===== src/rtl/smf_pkg.sv =====
// types and constants shared by the selective median filter modules
package smf_pkg;

  typedef logic [23:0] pix_t;
  typedef logic [8:0][23:0] win_t;
  typedef logic [8:0][7:0] lane_in_t;

  typedef struct packed {
    logic       kind;
    logic [7:0] pixel_red;
    logic [7:0] pixel_green;
    logic [7:0] pixel_blue;
  } in_word_t;

  typedef struct packed {
    logic [7:0] out_red;
    logic [7:0] out_green;
    logic [7:0] out_blue;
    logic       end_of_row;
    logic       end_of_frame;
  } out_word_t;

  // flags and centre pixels that travel beside the median lanes
  typedef struct packed {
    logic va;
    logic vb;
    logic eof;
    pix_t cen_a;
    pix_t cen_b;
  } tag_t;

  localparam logic [1:0] REG_WIDTH  = 2'd0;
  localparam logic [1:0] REG_HEIGHT = 2'd1;
  localparam pix_t       WHITE      = 24'hFFFFFF;
  localparam int         FIFO_DEPTH = 4;

endpackage


===== src/rtl/smf_fifo.sv =====
// output word queue, up to two pushes and one pop per cycle
module smf_fifo import smf_pkg::*; (
  input  logic      clk_i,
  input  logic      rst_ni,
  input  logic      push0_i,
  input  logic      push1_i,
  input  out_word_t data0_i,
  input  out_word_t data1_i,
  output logic      room_o,
  output logic      out_valid_o,
  input  logic      out_ready_i,
  output out_word_t out_data_o
);

  localparam int PW = $clog2(FIFO_DEPTH);

  out_word_t mem_q [FIFO_DEPTH];
  logic [PW-1:0] wp_q, wp_d, rp_q, rp_d;
  logic [PW:0]   cnt_q, cnt_d;
  logic          pop;

  assign pop         = out_valid_o && out_ready_i;
  assign out_valid_o = (cnt_q != '0);
  assign out_data_o  = mem_q[rp_q];
  assign room_o      = (cnt_q <= (PW+1)'(FIFO_DEPTH - 2));

  always_comb begin
    wp_d  = wp_q + PW'(push0_i) + PW'(push1_i);
    rp_d  = rp_q + PW'(pop);
    cnt_d = cnt_q + (PW+1)'(push0_i) + (PW+1)'(push1_i) - (PW+1)'(pop);
  end

  always_ff @(posedge clk_i) begin
    if (push0_i) begin
      mem_q[wp_q] <= data0_i;
    end
    if (push1_i) begin
      mem_q[PW'(wp_q + 1'b1)] <= data1_i;
    end
  end

  always_ff @(posedge clk_i or negedge rst_ni) begin
    if (!rst_ni) begin
      wp_q  <= '0;
      rp_q  <= '0;
      cnt_q <= '0;
    end else begin
      wp_q  <= wp_d;
      rp_q  <= rp_d;
      cnt_q <= cnt_d;
    end
  end

endmodule


===== config.mk =====
export PLATFORM = sky130hd
export DESIGN_NAME = smf_fifo
export DESIGN_NICKNAME = d
export VERILOG_FILES = /design/src/rtl/smf_pkg.sv /design/src/rtl/smf_fifo.sv
export SDC_FILE = /design/constraint.sdc
export NUM_CORES = 1
export LEC_CHECK = 0
export BUFFER_PORTS_ARGS = -buffer_cell sky130_fd_sc_hd__buf_2
export CAP_MARGIN = 20
export CORE_ASPECT_RATIO = 0.5
export CORE_MARGIN = 1
export CORE_UTILIZATION = 50
export CTS_CLUSTER_DIAMETER = 30
export DETAILED_ROUTE_END_ITERATION = 10
export HOLD_SLACK_MARGIN = 0.12
export PLACE_DENSITY = 0.74
export SETUP_SLACK_MARGIN = 0.2
export SLEW_MARGIN = 20
export SYNTH_ARGS = -nofsm -noshare
export SYNTH_HDL_FRONTEND = slang
export SYNTH_SLANG_ARGS = --single-unit
export TNS_END_PERCENT = 10

===== constraint.sdc =====
create_clock -name clk_i -period 4.25 [get_ports clk_i]
set_input_delay 0.85 -clock clk_i [delete_from_list [all_inputs] [get_ports clk_i]]
set_output_delay 0.85 -clock clk_i [all_outputs]
set_load 0.005 [all_outputs]

# Yosys cells after proc, flatten, opt, wreduce, memory -nomap -nowiden
# Memory sizes are Yosys's and may differ from the RTL's.
# Cells that the tools add are included.
# word_totals
input_bits	57
register_bits	7
ram_bits	104
word_cells	18
out_inout_bits	28
mem_count	1
# classes
magnitude_cmp	1
reduce_logical	2
muxes	4
addsub	7
# memory_table
name	words	word_bits	read_ports	rd_clocked_by_memory_dff	write_ports	line	source
mem_q	4	26	1	0	2	smf_fifo.sv:17	out_word_t mem_q [FIFO_DEPTH];
# op_table
op	n
$add 2x1->2	3
$add 3x1->3	2
$mux 1	4
$le 3x2->1 const B	1
$reduce_bool 3->1	1
$sub 3x1->3	1
$add 2x1->2 const B	1
$logic_and 1x1->1	1

# Depth between registers and ports, before layout
# depth
word_depth	3
mapped_depth	7
depth_no_buf	7

# Worst setup path before layout
# OpenSTA, ideal clock, no wires.
# synth_timing
path_kind	input-to-reg
from	in push0_i
to	mem mem_q[2][0] in the netlist's numbering, enable pin
cell_stages	2
slack_ns	1.027
t_arrival_ns	2.778
required_time_ns	3.805
path_cell_list	nand2b_1 > o21ai_0
# synth_rtl
item	line	source
from (decl)	smf_fifo.sv:5	input logic push0_i,
to (decl)	smf_fifo.sv:17	

==> metrics.csv <==
stage;metric;value;unit
die;die_w;149;um
power_and_ir_drop;combPwrFrac;0.336;
worst_setup_path;cp_num_cells;2;
synth;yosysWarnings;0;
power_and_ir_drop;p_leak;0.00227;uW
global_route;grt_use_total;0.195;
clock_network;clk_pin_slew;0.07;ns
sta;slew_viol_final;0;
global_route;grt_pass1_vias;3008;
die;die_h;75.7;um
synth;synth_cells;287;
synth;synth-xor-area-share;0.00484;
worst_setup_path;r2r-start;wp_q[1];
sta;rsz0062_at_grt;no;
clock_network;clock_sinks;111;
worst_setup_path;path_class;register to primary output;
sta;fin_crit;2.99;ns
worst_setup_path;slowest_stage;dfrtp_2;
sta;tns;0;ns
detailed_routing;wl_per_cell;20.5;um
worst_setup_path;path_cells;mux4_2, buf_2;
worst_hold_path;hp-class;primary input to async pin;
global_route;grt_pass1_wl;15900;um
worst_setup_path;cp_slowest_stage_delay;1.02;ns
die;ios;85;
placed_design;io_buffers;84;
synth;synth.avg_cell_area;18.9;um^2
run_status;status;finished, final reports clean;
final_layout;drive_gt1_frac;0.643;
power_and_ir_drop;power_density;664;mW/mm^2
worst_setup_path;crit_required;3.40;ns
placed_design;dpl.hpwl;6650;um
power_and_ir_drop;seq_power_share;0.452;
detailed_routing;drc_errors;0;
detailed_routing;drt_iter0_drc;122;
clock_network;root_buffer;clkbuf_16;
detailed_routing;via_count;2851;
sta;clock_skew;0.00329;ns
run;maxCapViolCount;0;
synth;synth.area.top_cells;edfxtp_1 (57%), mux2_2 (21%), mux4_2 (11%);
worst_setup_path;setup.worst_path.end_class;primary output;
synth;synth_nets;350;
detailed_routing;viasPerCell;5.56;
synth;ys_ff_latch;111;
power_and_ir_drop;intPower;2930;uW
sta;tightestPinTransition;1.02;ns
detailed_routing;final_antenna_net_count;0;
power_and_ir_drop;power_frac_clock;0.213;
synth;synth_area;0.00543;mm^2
worst_setup_path;worstSetupStartpointType;register;
synth;synth_top_family_by_area;multiplexers;
die;rows;26;
detailed_routing;wirelength;10500;um
synth;synth_top_cell_area_share;0.575;
final_layout;syn_to_final_growth;15.7;%
power_and_ir_drop;sw_frac_of_total;0.298;
synth;synthAdderAreaFrac;0.0180;
clock_network;cts_setup_buffers;0;
worst_setup_path;r2r-end;mem_q[0][11];
worst_setup_path;cp.arrival;2.14;ns
worst_setup_path;cp-startpoint;rp_q[0];
synth;yosys.area_share.simple;0.0143;
sta;fin_hold_ws;0.328;ns
die;dieArea;0.0113;mm^2
die;core;0.0104;mm^2
global_route;antenna_found_initial;0;
synth;ys_seq_area_frac;0.607;
synth;synth_cell_types;25;
die;initial_core_util;0.523;
worst_setup_path;crit_path_end;out_data_o[10];
global_route;grt-ovfl-total;0;
final_layout;fin_nets;431;
clock_network;cts_hold_buffers;0;
clock_network;post_cts_resized;0;
worst_setup_path;cp_num_buf_inv;1;
synth;synth.mux.area_fraction;0.325;
worst_setup_path;cpLargestDelayFamily;flip-flops;
clock_network;htree_levels;3;
clock_network;clk_latency;0.34;ns
sta;setup_viol;0;
sta;finalHoldViolCount;0;
clock_network;cts-buffers-inserted;9;
worst_setup_path;reg2regPathDepth;2;
placed_design;routabilityCongestion;0.704;
power_and_ir_drop;peakVddDrop;0.554;mV
synth;synth_compound_area_frac;0.00323;
synth;synth.largest_area_cell;edfxtp_1;
clock_network;tritoncts;yes;
sta;max_freq;0.334;GHz
power_and_ir_drop;p_switching;1240;uW
worst_setup_path;regToRegSetupSlack;1.75;ns
sta;finalCritPeriodShare;0.704;
final_layout;n_antenna_cell;0;
global_route;grt_max_degree;28;
detailed_routing;dr.pass1.iters;4;
sta;slew_headroom;0.318;
clock_network;clockBufferDepth;2;
worst_setup_path;crit_path_max_fanout;27;
[power by group through the flow]
| stage | clock [uW] | combinational (uW) | sequential [uW] |
|---|---|---|---|
| after detailed placement | 0 | 1430 | 1920 |
| after global placement | 0 | 1400 | 1900 |
| after CTS | 905 | 1430 | 1900 |
| final | 888 | 1400 | 1890 |
| after floorplan | 0 | 1080 | 1750 |
| after global routing | 943 | 1520 | 1930 |
[logic make-up after synthesis]
kind of cell    Yosys count
xor+xnor                  3
simple gates             10
mux                     131
buf+inv                  23
flops                   111
fa+ha+maj                 6
compound gates            3
[flip-flops by register name, indices dropped and copies added (netlist names)]
signal  count
cnt_q       3
wp_q        2
mem_q     104
rp_q        2
[metal layers]
metal / vias up / wire length [um] / track usage
met3: 4 / 765 / 0.0425
met2: 95 / 5210 / 0.348
met5: - / 0 / 0
met1: 1429 / 4460 / 0.249
li1: 1323 / - / -
met4: 0 / 63 / 0.0488
[final cells by class]
type / count / area (um^2)
clock buffer: 9 / 225
fill: 778 / 4090
timing repair buffer: 87 / 443
inverter: 6 / 22.5
clock inverter: 7 / 96.3
sequential: 111 / 3300
multi-input combinational: 153 / 2020
tap: 140 / 175
[cell usage in the layout (no fill, tap or decap), types with 3 or more instances in the layout]
cell / synthesis / layout
ha_1: 3 / 3
edfxtp_1: 104 / 104
clkinvlp_4: 0 / 3
buf_4: 4 / 3
clkbuf_16: 0 / 9
inv_1: 6 / 6
mux4_2: 26 / 26
buf_2: 7 / 84
fa_1: 3 / 3
mux2_2: 103 / 103
dfrtp_1: 7 / 6
[stage by stage]
| step | util | setup slack (ns) | cell area (um^2) | total power [uW] | instances |
|---|---|---|---|---|---|
| detailed placement | 0.575 | 1.42 | 5960 | 3350 | 497 |
| global route | 0.606 | 1.09 | 6280 | 4390 | 513 |
| CTS | 0.606 | 1.19 | 6280 | 4230 | 513 |
| global placement | 0.575 | 1.39 | 5960 | 3300 | 497 |
| finish | 0.606 | 1.26 | 6280 | 4180 | 513 |
| floorplan | - | 1.03 | 5430 | 2830 | 287 |
[cells in the mapped netlist]
cell type	count
buf_2	7
a21o_1	1
clkbuf_1	1
dfrtp_1	7
inv_1	6
and2_1	1
nand3_2	1
buf_6	5
xnor2_1	1
buf_4	4
mux4_2	26
o21ai_0	2
nand3b_1	1
nand2b_1	1
fa_1	3
mux2i_1	1
xor2_1	2
ha_1	3
edfxtp_1	104
mux2_1	1
nand3b_2	1
or3_1	1
mux2_2	103
nor2_1	3
nor3b_4	1
[worst register-to-register path: stages (launching register included)]
cell and delay, ns:
dfrtp_1 0.62, nand3_2 0.79, o21ai_4 0.70
[how the worst min path moves through the flow]
stage	endpoint	depth (start not counted)	start
after floorplan	rp_q[0]	1	rp_q[0]
after global placement	cnt_q[0]	1	cnt_q[0]
after detailed placement	cnt_q[0]	1	cnt_q[0]
after CTS	wp_q[1]	1	rst_ni
after global routing	wp_q[1]	1	rst_ni
final	wp_q[1]	1	rst_ni
No activity file was read; power rests on OpenSTA's default activity.
