`src/rtl/smf_pkg.sv`:
```
// types and constants shared by the selective median filter modules
package smf_pkg;

  typedef logic [23:0] pix_t;
  typedef logic [8:0][23:0] win_t;
  typedef logic [8:0][7:0] lane_in_t;

  typedef struct packed {
    logic       kind;
    logic [7:0] pixel_red;
    logic [7:0] pixel_green;
    logic [7:0] pixel_blue;
  } in_word_t;

  typedef struct packed {
    logic [7:0] out_red;
    logic [7:0] out_green;
    logic [7:0] out_blue;
    logic       end_of_row;
    logic       end_of_frame;
  } out_word_t;

  // flags and centre pixels that travel beside the median lanes
  typedef struct packed {
    logic va;
    logic vb;
    logic eof;
    pix_t cen_a;
    pix_t cen_b;
  } tag_t;

  localparam logic [1:0] REG_WIDTH  = 2'd0;
  localparam logic [1:0] REG_HEIGHT = 2'd1;
  localparam pix_t       WHITE      = 24'hFFFFFF;
  localparam int         FIFO_DEPTH = 4;

endpackage

```
`src/rtl/smf_lane.sv`:
```
// one channel median of nine, three register stages
module smf_lane import smf_pkg::*; (
  input  logic       clk_i,
  input  logic       en_i,
  input  lane_in_t   pix_i,
  output logic [7:0] med_o
);

  function automatic logic [7:0] mx(input logic [7:0] a, input logic [7:0] b);
    return (a > b) ? a : b;
  endfunction

  function automatic logic [7:0] mn(input logic [7:0] a, input logic [7:0] b);
    return (a < b) ? a : b;
  endfunction

  function automatic logic [7:0] md3(input logic [7:0] a, input logic [7:0] b,
                                     input logic [7:0] c);
    return mx(mn(a, b), mn(mx(a, b), c));
  endfunction

  logic [2:0][7:0] lo_q, mid_q, hi_q;
  logic [2:0][7:0] lo_d, mid_d, hi_d;
  logic [7:0] p_q, q_q, s_q, med_q;

  // sort each column of three
  always_comb begin
    for (int k = 0; k < 3; k++) begin
      lo_d[k]  = mn(mn(pix_i[3*k], pix_i[3*k+1]), pix_i[3*k+2]);
      hi_d[k]  = mx(mx(pix_i[3*k], pix_i[3*k+1]), pix_i[3*k+2]);
      mid_d[k] = md3(pix_i[3*k], pix_i[3*k+1], pix_i[3*k+2]);
    end
  end

  always_ff @(posedge clk_i) begin
    if (en_i) begin
      lo_q  <= lo_d;
      mid_q <= mid_d;
      hi_q  <= hi_d;
      p_q   <= mx(mx(lo_q[0], lo_q[1]), lo_q[2]);
      q_q   <= md3(mid_q[0], mid_q[1], mid_q[2]);
      s_q   <= mn(mn(hi_q[0], hi_q[1]), hi_q[2]);
      med_q <= md3(p_q, q_q, s_q);
    end
  end

  assign med_o = med_q;

endmodule

```
`config.mk`:
```
export PLATFORM = sky130hd
export DESIGN_NAME = smf_lane
export DESIGN_NICKNAME = d
export VERILOG_FILES = /design/src/rtl/smf_pkg.sv /design/src/rtl/smf_lane.sv
export SDC_FILE = /design/constraint.sdc
export NUM_CORES = 1
export LEC_CHECK = 0
export ABC_AREA = 1
export BUFFER_PORTS_ARGS = -buffer_cell sky130_fd_sc_hd__buf_2
export CORE_ASPECT_RATIO = 1.4
export CORE_MARGIN = 2
export CORE_UTILIZATION = 30
export CTS_BUF_LIST = sky130_fd_sc_hd__clkbuf_8
export CTS_CLUSTER_SIZE = 14
export DETAILED_ROUTE_END_ITERATION = 10
export GPL_TIMING_DRIVEN = 0
export SLEW_MARGIN = 20
export SYNTH_ARGS = -nofsm -noshare
export SYNTH_HDL_FRONTEND = slang
export SYNTH_SLANG_ARGS = --single-unit
```
`constraint.sdc`:
```
create_clock -name clk_i -period 10.55 [get_ports clk_i]
set_input_delay 1.055 -clock clk_i [delete_from_list [all_inputs] [get_ports clk_i]]
set_output_delay 1.055 -clock clk_i [all_outputs]
set_load 0.02 [all_outputs]
```
* Word level (Yosys, flattened, before mapping)
Cells that the tools add are included.
** Word-level totals
- Bits in registers :: 104
- Logic and storage cells :: 73
- Output and inout port bits :: 8
** Cells by class
- Muxes and demuxes :: 30
- Order comparisons :: 30
** Operators by type and width (number)
- $mux 8 :: 30
- $gt 8x8->1 :: 15
- $lt 8x8->1 :: 15

* Longest topological paths before layout
Gate-level depths: netlist of run 1.
- Depth in word-level cells :: 6
- Gate-level depth with buffers :: 31
- Mapped depth without buffers :: 30

* Worst setup path before layout of run 1
OpenSTA, ideal clock, no wires.
- Path kind :: input to register
- Start :: in pix_i[9] (netlist bit)
- End :: reg mid_q[5] (netlist bit) (data pin)
- Stages :: 27
- Path slack :: 5.614 ns
- Data arrival time :: 4.670 ns
- Data required time :: 10.284 ns
- Cells stage by stage :: inv_1 ha_1 inv_1 nor2_1 nor2_1 o21ai_1 nand2_1 nand2_4 o21ai_4 buf_6 nand2_1 o21ai_2 ha_1 inv_1 nor2_1 nor2_1 o21a_1 o221ai_4 clkbuf_1 o21ai_1 ha_1 nand2_1 nor2_1 nand2_1 a21oi_1 clkbuf_1 o21ai_1
** RTL lines
- start, declared :: line smf_lane.sv:5 : input lane_in_t pix_i,
- end signal, assigned :: line smf_lane.sv:38 : mid_q <= mid_d;
- end, declared :: line smf_lane.sv:22 : logic [2:0][7:0] lo_q, mid_q, hi_q;

==> results.txt, run 1 <==
Outcome: completed
Fill count: 3522
Sequential power share: 0.224
Final HPWL DP: 21.8 mm
Post-synthesis mux area share: 0
Number of flops mapped to enable cells by yosys: 104
Vias in the first global route: 8618
Num ports: 82
Final worst path period share: 0.511
Pre-Repair DR Iteration Count: 5
Max-cap viol count: 0
Clk pwr share: 0.074
Initial core utilization: 0.305
Peak supply drop: 0.172 mV
CTS Hold Bufs: 0
Clock insertion delay at the later pin of the skew report: 0.38 ns
Most frequent CP cell: nand2_1
Final setup viols: 0
Hold Vio Cnt, Final: 0
Die width: 161 µm
CTS buffer count: 9
WP data required: 10.65 ns
Post-Synth Simple-Gate Area: 0.245
Routed vias: 8979
Syn Nets: 1601
Multi-input gate area: 0.00641 mm²
Reg area: 0.00312 mm²
Adder-Cell Fraction of Synth Area: 0.203
Gr usage total: 0.142
CP startpoint kind: input pin
Mean Syn Cell Area: 7.65 µm²
Combinational power share: 0.701
Slew Limit Fails: 0
Drt initial violations: 524
Antenna Nets Post-Route: 0
Clock Skew: 0.0147 ns
Synth async-reset ratio: 0
Crit Path Max Fanout: 10
Cell Area, Synth: 0.0104 mm²
TNS Setup: 0 ns
Chip height: 224 µm
Sw Share: 0.513
First-pass GRT wire length: 41.7 mm
Total power: 3.49 mW
Synthesized flop and latch total: 104
Total gr overflow: 0
Hold Crit Class: reg -> reg
RSZ-0062 raised after global routing: no
Commonest non-fill, non-tap cell in the layout: nand2_1
Synth Area in XOR/XNOR: 0
CP Data Arrival Time: 5.50 ns
N_diodes: 0
H-tree levels: 3
Row count: 80
CP Cell Sequence: buf_2, inv_1, ha_1, nand2_1, nor2_2, nand3_1, o21ai_4, buf_6, o21ai_2, ha_1, nand2_1, inv_1, nand3_1, o221ai_4, clkbuf_1, o21ai_1, ha_1, nand2_1, o21ai_0, nand2_1, a21oi_1, clkbuf_1, a21oi_1
Max incr delay on CP: 0.41 ns
Wire length per cell: 13.3 µm
Int Pwr: 1.70 mW
Most frequent cells in the layout: 379 x nand2_1, 196 x inv_1, 169 x ha_1, 104 x edfxtp_1, 93 x o21ai_0
Total wire length: 25.3 mm
Ys flop type: edfxtp_1
Compound-Gate Fraction of Synth Area: 0.167
IO Port Bufs: 81
NetSw: 1.79 mW
Fmax: 0.185 GHz
GPL Wtd Cong: 0.879
Max stage delay cell, worst path: a21oi_1
Share of layout cells above drive strength 1: 0.144
Crit path kind: in -> reg
Largest net degree at the start of global routing: 67
CTS tree: yes
Postcts setup bufs: 0
Static leakage: 5.77 nW
YS warnings: 0
Via-to-Cell Ratio: 4.71
Gate Count Post-Synth: 1358
Worst-path clk slew: 0.11 ns
Sequential area share after synthesis: 0.300
Nets: 1694
Area Overhead vs Synth: 11.7%
Root Driver: clkbuf_8
CP Capture Type: flip-flop
Slew headroom: 0.422
Largest family of logic cells by synthesized area: simple AND/OR/NAND/NOR gates
CTS max path bufs: 2
Pwr Density: 300 mW/mm²
Cts repair resizes: 0
Final core occ: 0.340
Initial antenna violation count: 0
Worst Tran Pin Value: 0.858 ns
# DRC: 0
Die area: 0.0362 mm²
Clock sinks: 104
Final Critical Period: 5.40 ns
Distinct cells, synth: 37
Total core area: 0.0341 mm²
[Yosys cell counts, types with 4 or more instances]
library cell | count | area share
clkbuf_1 | 8 | 0.0029
nor2_2 | 5 | 0.0030
nand3_1 | 80 | 0.039
o21a_1 | 5 | 0.0036
inv_2 | 4 | 0.0014
buf_2 | 10 | 0.0048
o21ai_2 | 29 | 0.024
a21oi_1 | 84 | 0.040
a211oi_2 | 5 | 0.0060
edfxtp_1 | 104 | 0.30
inv_1 | 195 | 0.070
nor2_1 | 66 | 0.024
a211oi_1 | 8 | 0.0058
o21ai_1 | 37 | 0.018
nand2_4 | 16 | 0.017
ha_1 | 169 | 0.20
o21ai_0 | 93 | 0.045
nand2_1 | 379 | 0.14
nand2_2 | 24 | 0.014
and2_1 | 4 | 0.0024
[cell type report]
| class | instances | share of cell area |
|---|---|---|
| Multi-Input combinational cell | 1031 | 0.552 |
| Sequential cell | 104 | 0.269 |
| Inverter | 201 | 0.0650 |
| Tap cell | 451 | 0.0486 |
| Timing Repair Buffer | 82 | 0.0378 |
| Clock buffer | 9 | 0.0107 |
| Buffer | 22 | 0.0105 |
| Clock inverter | 7 | 0.00679 |
[worst max-delay path, delay by kind of cell]
kind / cells / cell delay (ns)
AO/OA/AOI/OAI: 7 / 1.65
adder cells (fa/ha/maj): 3 / 0.91
buffers and inverters: 6 / 1.14
AND/OR/NAND/NOR: 7 / 0.73
[path summary, 6_finish.rpt]
check | cells after the start | slack, ns | to | from
worst max-delay path | 23 | 5.15 | mid_q[8] | pix_i[39]
worst min-delay path | 2 | 0.58 | s_q[6] | hi_q[22]
worst max register to register | 23 | 5.46 | q_q[3] | mid_q[7]
worst min register to register | 2 | 0.58 | s_q[6] | hi_q[22]
[power groups by stage]
stage / Clock [mW] / Combinational [mW] / Sequential [mW]
CTS: 0.267 / 2.47 / 0.786
detailed placement: 0 / 2.46 / 0.796
floorplan: 0 / 1.88 / 0.782
global route: 0.281 / 2.87 / 0.799
finish: 0.260 / 2.45 / 0.782
global placement: 0 / 2.38 / 0.796
[per-layer routing]
layer / global-route usage / share of wire / vias up
li1: - / - / 4743
met1: 0.160 / 0.40 / 4037
met2: 0.273 / 0.54 / 158
met3: 0.0140 / 0.025 / 41
met4: 0.0544 / 0.032 / 0
met5: 0 / 0 / -
[per-stage QoR]
| stage | cell area [µm²] | hold WS [ns] | worst slack (ns) | cells |
|---|---|---|---|---|
| finish | 11600 | 0.582 | 5.15 | 1907 |
| global route | 11600 | 0.615 | 4.66 | 1907 |
| CTS | 11600 | 0.595 | 5.17 | 1907 |
| detailed placement | 11400 | 0.558 | 4.76 | 1891 |
| global placement | 11400 | 0.550 | 4.89 | 1890 |
| floorplan | 10400 | 0.513 | 5.61 | 1358 |
[registers in the layout, summed over array words and instances, names as in the netlist]
register,count
p_q,8
lo_q,24
hi_q,24
s_q,8
mid_q,24
med_o,8
q_q,8
[cell families (layout without fill, tap and decap cells)]
logic type / after synthesis / after routing
DFF: 104 / 104
adders and majority gates: 169 / 169
AOI/OAI and AO/OA: 278 / 278
buffers and inverters: 223 / 321
and+or+nand+nor: 584 / 584
Note: power is estimated with default switching activity, not from simulation.
==> inputs of run 2 (changes only) <==
==> constraint.sdc (replaced) <==
create_clock -name clk_i -period 4.5 [get_ports clk_i]
set_input_delay 0.45 -clock clk_i [delete_from_list [all_inputs] [get_ports clk_i]]
set_output_delay 0.45 -clock clk_i [all_outputs]
set_load 0.02 [all_outputs]
==> run 2 against run 1 <==
  * Critical endpoint is now q_q[7]
  * Flip-flop and latch count stayed put
  * Combinational power grew to 2.7 times the previous value
  * Non-clock buffer count is 27 higher
  * Critical path type is now reg -> reg
  * Via count is 1.8% higher
  * Cell count is 1.5% higher
  * Register-to-register slack worse by 5.3 ns
==> results.txt, run 2 (synthesis gave the netlist of run 1 again) <==
Outcome: completed (unchanged)
Num ports: 82 (unchanged)
Commonest non-fill, non-tap cell in the layout: nand2_1 (unchanged)
Post-Place Cells: 1891 (unchanged)
Initial antenna violation count: 0 (unchanged)
Wire length per cell: 13.3 µm (about the same)
Reg area: 0.00312 mm² (unchanged)
Chip height: 224 µm (unchanged)
Max-cap viol count: 0 (unchanged)
Hold Vio Cnt, Final: 0 (unchanged)
Via-to-Cell Ratio: 4.73 (was 4.71)
H-tree levels: 3 (unchanged)
Initial core utilization: 0.305 (unchanged)
Max stage delay cell, worst path: edfxtp_1 (was a21oi_1)
Antenna Nets Post-Route: 0 (unchanged)
CTS max path bufs: 2 (unchanged)
Fill count: 3506 (was 3522)
Sw Share: 0.505 (was 0.513)
Sequential power share: 0.204 (was 0.224)
Pre-Repair DR Iteration Count: 5 (unchanged)
CTS tree: yes (unchanged)
Worst Tran Pin Value: 0.855 ns (was 0.858 ns)
CP Capture Type: flip-flop (unchanged)
Nets: 1722 (was 1694)
IO Port Bufs: 81 (unchanged)
Peak supply drop: 0.426 mV (was 0.172 mV)
Clock sinks: 104 (unchanged)
Final worst path period share: 0.958
WP data required: 4.64 ns (was 10.65 ns)
Clock insertion delay at the later pin of the skew report: 0.38 ns (about the same)
Worst-path clk slew: 0.10 ns (was 0.11 ns)
Clk pwr share: 0.068 (was 0.074)
Final instance area: 0.0120 mm² (was 0.0116 mm²)
# DRC: 0 (unchanged)
Non-filler cells, final: 1935 (was 1907)
Total core area: 0.0341 mm² (unchanged)
Most frequent CP cell: nand2_1 (unchanged)
Area Overhead vs Synth: 15.2% (was 11.7%)
Final core occ: 0.351 (was 0.340)
Crit Path Max Fanout: 10 (unchanged)
Row count: 80 (unchanged)
Most frequent cells in the layout: 379 x nand2_1, 196 x inv_1, 168 x ha_1, 104 x edfxtp_1, 89 x o21ai_0 (was 379 x nand2_1, 196 x inv_1, 169 x ha_1, 104 x edfxtp_1, 93 x o21ai_0)
Root Driver: clkbuf_8 (unchanged)
Hold Crit Class: in -> reg (was reg -> reg)
Pwr Density: 749 mW/mm² (was 300 mW/mm²)
Multi-input gate area: 0.00652 mm² (was 0.00641 mm²)
Gr usage total: 0.143 (was 0.142)
Clock Skew: 0.0151 ns (was 0.0147 ns)
Total gr overflow: 0 (unchanged)
Die area: 0.0362 mm² (unchanged)
CP startpoint kind: flip-flop (was input pin)
Top Registers: hi_q: 24 flops, lo_q: 24 flops, mid_q: 24 flops (unchanged)
NetSw: 4.53 mW (was 1.79 mW)
Static leakage: 5.94 nW (was 5.77 nW)
Fmax: 0.232 GHz
GPL Wtd Cong: 0.879 (unchanged)
Largest net degree at the start of global routing: 67 (unchanged)
Final HPWL DP: 21.8 mm (unchanged)
CP Data Arrival Time: 4.45 ns (was 5.50 ns)
N_diodes: 0 (unchanged)
DP Area: 0.0114 mm² (unchanged)
Share of layout cells above drive strength 1: 0.174 (was 0.144)
Routed vias: 9144 (was 8979)
CP Cell Sequence: ha_4, nand2_1, nor2_2, nand4_1, nand2_4, buf_4, nand2_1, o21ai_1, ha_1, a21oi_2, nor2_2, a211oi_4, buf_6, nand2_8, nand2_2, nand2_1, ha_1, nand2_1, nor2_4, nand2_1, a32oi_4, clkinv_2, nand3_1, nand2_1 (was buf_2, inv_1, ha_1, nand2_1, nor2_2, nand3_1, o21ai_4, buf_6, o21ai_2, ha_1, nand2_1, inv_1, nand3_1, o221ai_4, clkbuf_1, o21ai_1, ha_1, nand2_1, o21ai_0, nand2_1, a21oi_1, clkbuf_1, a21oi_1)
Die width: 161 µm (unchanged)
Drt initial violations: 628 (was 524)
Int Pwr: 4.44 mW (was 1.70 mW)
Total wire length: 25.8 mm (was 25.3 mm)
CTS buffer count: 9 (unchanged)
Hold WS: 0.351 ns (was 0.582 ns)
Dpl ws: -0.687 ns (was 4.76 ns)
First-pass GRT wire length: 41.9 mm (was 41.7 mm)
Slew Limit Fails: 0 (unchanged)
Slew headroom: 0.424 (was 0.422)
Final Critical Period: 4.31 ns
Final setup viols: 0 (unchanged)
Min setup slack post-route: 0.189 ns (was 5.15 ns)
Crit path kind: reg -> reg (was in -> reg)
Vias in the first global route: 8676 (was 8618)
Max incr delay on CP: 0.47 ns (was 0.41 ns)
Combinational power share: 0.728 (was 0.701)
run 2: cell count changes in the layout (fill, tap and decap cells not counted), moves of 3 or more:
| cell | delta |
|---|---|
| a211oi_1 | -4 |
| clkbuf_4 | +5 |
| nor2_2 | +3 |
| a21oi_1 | -4 |
| buf_4 | +26 |
| o21ai_0 | -4 |
| buf_6 | +3 |
| nor2_1 | -4 |
| o21ai_1 | +4 |
| clkbuf_1 | -5 |
| buf_2 | -3 |
| a21oi_2 | +3 |
run 2: power groups by stage:
stage	logic [mW]	clock network (mW)	registers [mW]
2_1_floorplan	4.42	0	1.83
3_3_place_gp	5.58	0	1.87
3_5_place_dp	5.76	0	1.87
4_1_cts	6.19	0.625	1.84
5_1_grt	7.52	0.659	1.87
6_report	6.53	0.608	1.83
run 2: layer usage:
metal	vias up	share of wire	global-route usage
met2	159	0.54	0.274
met3	41	0.026	0.0140
met1	4140	0.40	0.162
met4	0	0.033	0.0562
li1	4804	-	-
met5	-	0	0
run 2: what timing repair did:
action                     CTS  global route
setup buffers                6            21
pin swaps                    3            17
gates resized for setup     16            35
hold buffers                 0             0
cloned                       0             1
setup endpoints to repair   34            40
run 2: worst max-delay path, delay by kind of cell, from the launching register on:
kind / cells / cell delay (ns)
AO/OA/AOI/OAI: 4 / 0.78
adder cells (fa/ha/maj): 3 / 0.90
buffers and inverters: 3 / 0.49
flip-flops: 1 / 0.47
AND/OR/NAND/NOR: 14 / 1.42
run 2: worst paths after layout:
kind	start	end	slack, ns	depth (start not counted)
max	mid_q[7]	q_q[7]	0.19	24
min	pix_i[17]	lo_q[1]	0.35	3
max reg2reg	mid_q[7]	q_q[7]	0.19	24
min reg2reg	hi_q[20]	s_q[4]	0.58	2
run 2: cell type report:
| cell class | instances | area share |
|---|---|---|
| Multi-Input combinational cell | 1031 | 0.544 |
| Sequential cell | 104 | 0.261 |
| Inverter | 201 | 0.0636 |
| Timing Repair Buffer | 109 | 0.0542 |
| Tap cell | 451 | 0.0471 |
| Buffer | 22 | 0.0124 |
| Clock buffer | 9 | 0.0103 |
| Clock inverter | 7 | 0.00658 |
| Timing Repair inverter | 1 | 0.000418 |
run 2: per-stage QoR:
stage	total power [mW]	setup TNS, ns
2_1_floorplan	6.25	0
3_3_place_gp	7.45	-17.43
3_5_place_dp	7.63	-20.89
4_1_cts	8.66	0
5_1_grt	10.1	-0.0196
6_report	8.97	0
==> inputs of run 3 (changes only) <==
==> constraint.sdc (replaced) <==
create_clock -name clk_i -period 4.5 [get_ports clk_i]
set_input_delay 0.675 -clock clk_i [delete_from_list [all_inputs] [get_ports clk_i]]
set_output_delay 0.675 -clock clk_i [all_outputs]
set_load 0.02 [all_outputs]
==> run 3 against run 2 <==
  * Combinational power rose by 6.1%
  * Critical path depth rose by 5
  * Sequential power barely moved
  * Non-clock buffer count rose by 26
  * Sequential share of layout area fell by 0.92 points
  * Hold slack improved by 0.23 ns
  * Flip-flop and latch count did not move
  * Critical path type is now in -> reg
  * Critical endpoint is now mid_q[8]
  * Largest cell class unchanged
  * Highest routed layer unchanged
==> results.txt, run 3 (synthesis gave the netlist of run 1 again) <==
Clock insertion delay at the later pin of the skew report: 0.38 ns (about the same)
Outcome: completed (unchanged)
Total gr overflow: 0 (unchanged)
Final Critical Period: 4.33 ns (was 4.31 ns)
First-pass GRT wire length: 41.6 mm (was 41.9 mm)
Clock Skew: 0.0155 ns (was 0.0151 ns)
Area Overhead vs Synth: 19.4% (was 15.2%)
Int Pwr: 4.69 mW (was 4.44 mW)
CTS max path bufs: 2 (unchanged)
Worst path bufs/invs: 7 (was 3)
Worst R2R End: q_q[0] (was q_q[7])
Via-to-Cell Ratio: 4.73 (about the same)
Share of layout cells above drive strength 1: 0.208 (was 0.174)
Vias in the first global route: 8678 (was 8676)
Worst r2r src: mid_q[15] (was mid_q[7])
Multi-input gate area: 0.00672 mm² (was 0.00652 mm²)
H-tree levels: 3 (unchanged)
CTS buffer count: 9 (unchanged)
Final setup viols: 0 (unchanged)
# DRC: 0 (unchanged)
CTS tree: yes (unchanged)
Top Registers: hi_q: 24 flops, lo_q: 24 flops, mid_q: 24 flops (unchanged)
Row count: 80 (unchanged)
Worst hold endpoint: lo_q[15] (was lo_q[1])
Worst Tran Pin Value: 1.02 ns (was 0.855 ns)
WHS Path Cells: 3 (unchanged)
Final HPWL DP: 21.7 mm (was 21.8 mm)
Die width: 161 µm (unchanged)
Clk pwr share: 0.068 (about the same)
Combinational power share: 0.737 (was 0.728)
Max stage delay cell, worst path: ha_1 (was edfxtp_1)
Hold WS: 0.582 ns (was 0.351 ns)
CTS Hold Bufs: 0 (unchanged)
Chip height: 224 µm (unchanged)
Static leakage: 6.12 nW (was 5.94 nW)
Peak supply drop: 0.566 mV (was 0.426 mV)
Die area: 0.0362 mm² (unchanged)
WP data required: 4.63 ns (was 4.64 ns)
Slew headroom: 0.313 (was 0.424)
Crit Path Max Fanout: 6 (was 10)
CP startpoint kind: input pin (was flip-flop)
Pwr Density: 758 mW/mm² (was 749 mW/mm²)
Non-filler cells, final: 1961 (was 1935)
Slew Limit Fails: 0 (unchanged)
Root Driver: clkbuf_8 (unchanged)
R2R cell count: 26 (was 24)
CP top delay family: compound AO/OA/AOI/OAI gates (was simple AND/OR/NAND/NOR gates)
Initial antenna violation count: 0 (unchanged)
Sw Share: 0.501 (was 0.505)
Hold Startpoint: pix_i[47] (was pix_i[17])
Worst-path clk slew: 0.11 ns (was 0.10 ns)
Total wire length: 26.7 mm (was 25.8 mm)
Final core occ: 0.364 (was 0.351)
Fill count: 3502 (was 3506)
Antenna Nets Post-Route: 0 (unchanged)
Gr usage total: 0.143 (about the same)
Routed vias: 9271 (was 9144)
Clock sinks: 104 (unchanged)
CP Capture Type: flip-flop (unchanged)
M1 wire length: 10.5 mm (was 10.3 mm)
Crit path kind: in -> reg (was reg -> reg)
Largest net degree at the start of global routing: 90 (was 67)
Most frequent CP cell: nor2_1 (was nand2_1)
Initial core utilization: 0.305 (unchanged)
GPL Wtd Cong: 0.905 (was 0.879)
Sequential power share: 0.195 (was 0.204)
Highest routed layer: met4 (unchanged)
NetSw: 4.71 mW (was 4.53 mW)
Met3 wire len: 708 µm (was 658 µm)
Post-Place Cells: 1891 (unchanged)
DR WL met2: 14.6 mm (was 14.0 mm)
Wire length per cell: 13.6 µm (was 13.3 µm)
Pre-Repair DR Iteration Count: 5 (unchanged)
N_diodes: 0 (unchanged)
Hold Crit Class: in -> reg (unchanged)
Max incr delay on CP: 0.28 ns (was 0.47 ns)
Commonest non-fill, non-tap cell in the layout: nand2_1 (unchanged)
IO Port Bufs: 81 (unchanged)
Total core area: 0.0341 mm² (unchanged)
Reg area: 0.00312 mm² (unchanged)
Fmax: 0.231 GHz (was 0.232 GHz)
Max-cap viol count: 0 (unchanged)
Drt initial violations: 469 (was 628)
CP Data Arrival Time: 4.46 ns (was 4.45 ns)
Final worst path period share: 0.962 (was 0.958)
Most frequent cells in the layout: 376 x nand2_1, 195 x inv_1, 165 x ha_1, 104 x edfxtp_1, 90 x buf_2 (was 379 x nand2_1, 196 x inv_1, 168 x ha_1, 104 x edfxtp_1, 89 x o21ai_0)
FF-to-FF setup slack: 0.22 ns (was 0.19 ns)
Hold Vio Cnt, Final: 0 (unchanged)
Nets: 1749 (was 1722)
Num ports: 82 (unchanged)
## run 3: cell types whose count changed in the layout (fill, tap and decap cells not counted), moves of 5 or more
cell,before,now
o21ai_2,29,35
o21ai_0,89,80
buf_4,27,50
a21oi_1,80,75
## run 3: how the worst max path moves through the flow
stage / startpoint / to / depth (start not counted)
final: pix_i[33] / mid_q[8] / 29
after CTS: q_q[7] / med_o[0] / 24
after global routing: pix_i[9] / mid_q[0] / 30
after global placement: pix_i[59] / mid_q[22] / 26
after detailed placement: pix_i[63] / mid_q[22] / 23
after floorplan: pix_i[9] / mid_q[5] / 27
## run 3: power by group through the flow
stage                     Combinational [mW]  Sequential, mW  Clock, mW
after floorplan                         4.42            1.83          0
after global placement                  5.58            1.86          0
final                                   6.93            1.83      0.642
after detailed placement                5.75            1.87          0
after global routing                    7.93            1.87      0.691
after CTS                               6.22            1.85      0.663
## run 3: worst reg2reg max path, stage by stage (launching register included)
cell,delay [ns]
edfxtp_1,0.41
inv_1,0.06
ha_1,0.29
nand2_1,0.08
nor2_2,0.13
nand2_1,0.11
nand2_4,0.13
nand2_4,0.09
buf_4,0.18
nand2_1,0.08
o21ai_2,0.06
ha_1,0.29
a21oi_1,0.16
nor2_2,0.07
a211oi_4,0.26
buf_12,0.16
nand2_8,0.08
nand2_2,0.08
nand2_1,0.05
ha_1,0.31
nand2_1,0.11
nor2_4,0.15
nand2_1,0.10
a32oi_4,0.32
clkinv_4,0.12
or2_0,0.21
nand2_1,0.07
## run 3: cell type report
type / instances / share of cell area
timing repair buffer: 135 / 0.0680
clock inverter: 6 / 0.00746
sequential: 104 / 0.252
buffer: 22 / 0.0134
inverter: 201 / 0.0616
clock buffer: 9 / 0.00998
multi-input combinational: 1031 / 0.541
tap: 451 / 0.0455
timing repair inverter: 2 / 0.00101
## run 3: timing repair
item                       in CTS  in global routing
setup endpoints to repair      40                 40
pin swaps                       6                 31
gates cloned                    0                  5
buffers inserted               13                 37
resized for setup              19                 88
## run 3: metrics by stage
step                      setup TNS [ns]  power (mW)  setup slack (ns)  instance area [µm²]
after detailed placement          -24.07        7.62            -0.751                11400
after global placement            -20.92        7.44            -0.667                11400
after floorplan                        0        6.25            0.0182                10400
after global routing             -0.0556        10.5           -0.0347                12400
after CTS                              0        8.73           0.00369                11800
final                                  0        9.40             0.171                12400
## run 3: layer usage
layer / up-vias / track usage
li1: 4858 / -
met1: 4202 / 0.156
met2: 170 / 0.284
met3: 41 / 0.0125
met4: 0 / 0.0518
met5: - / 0
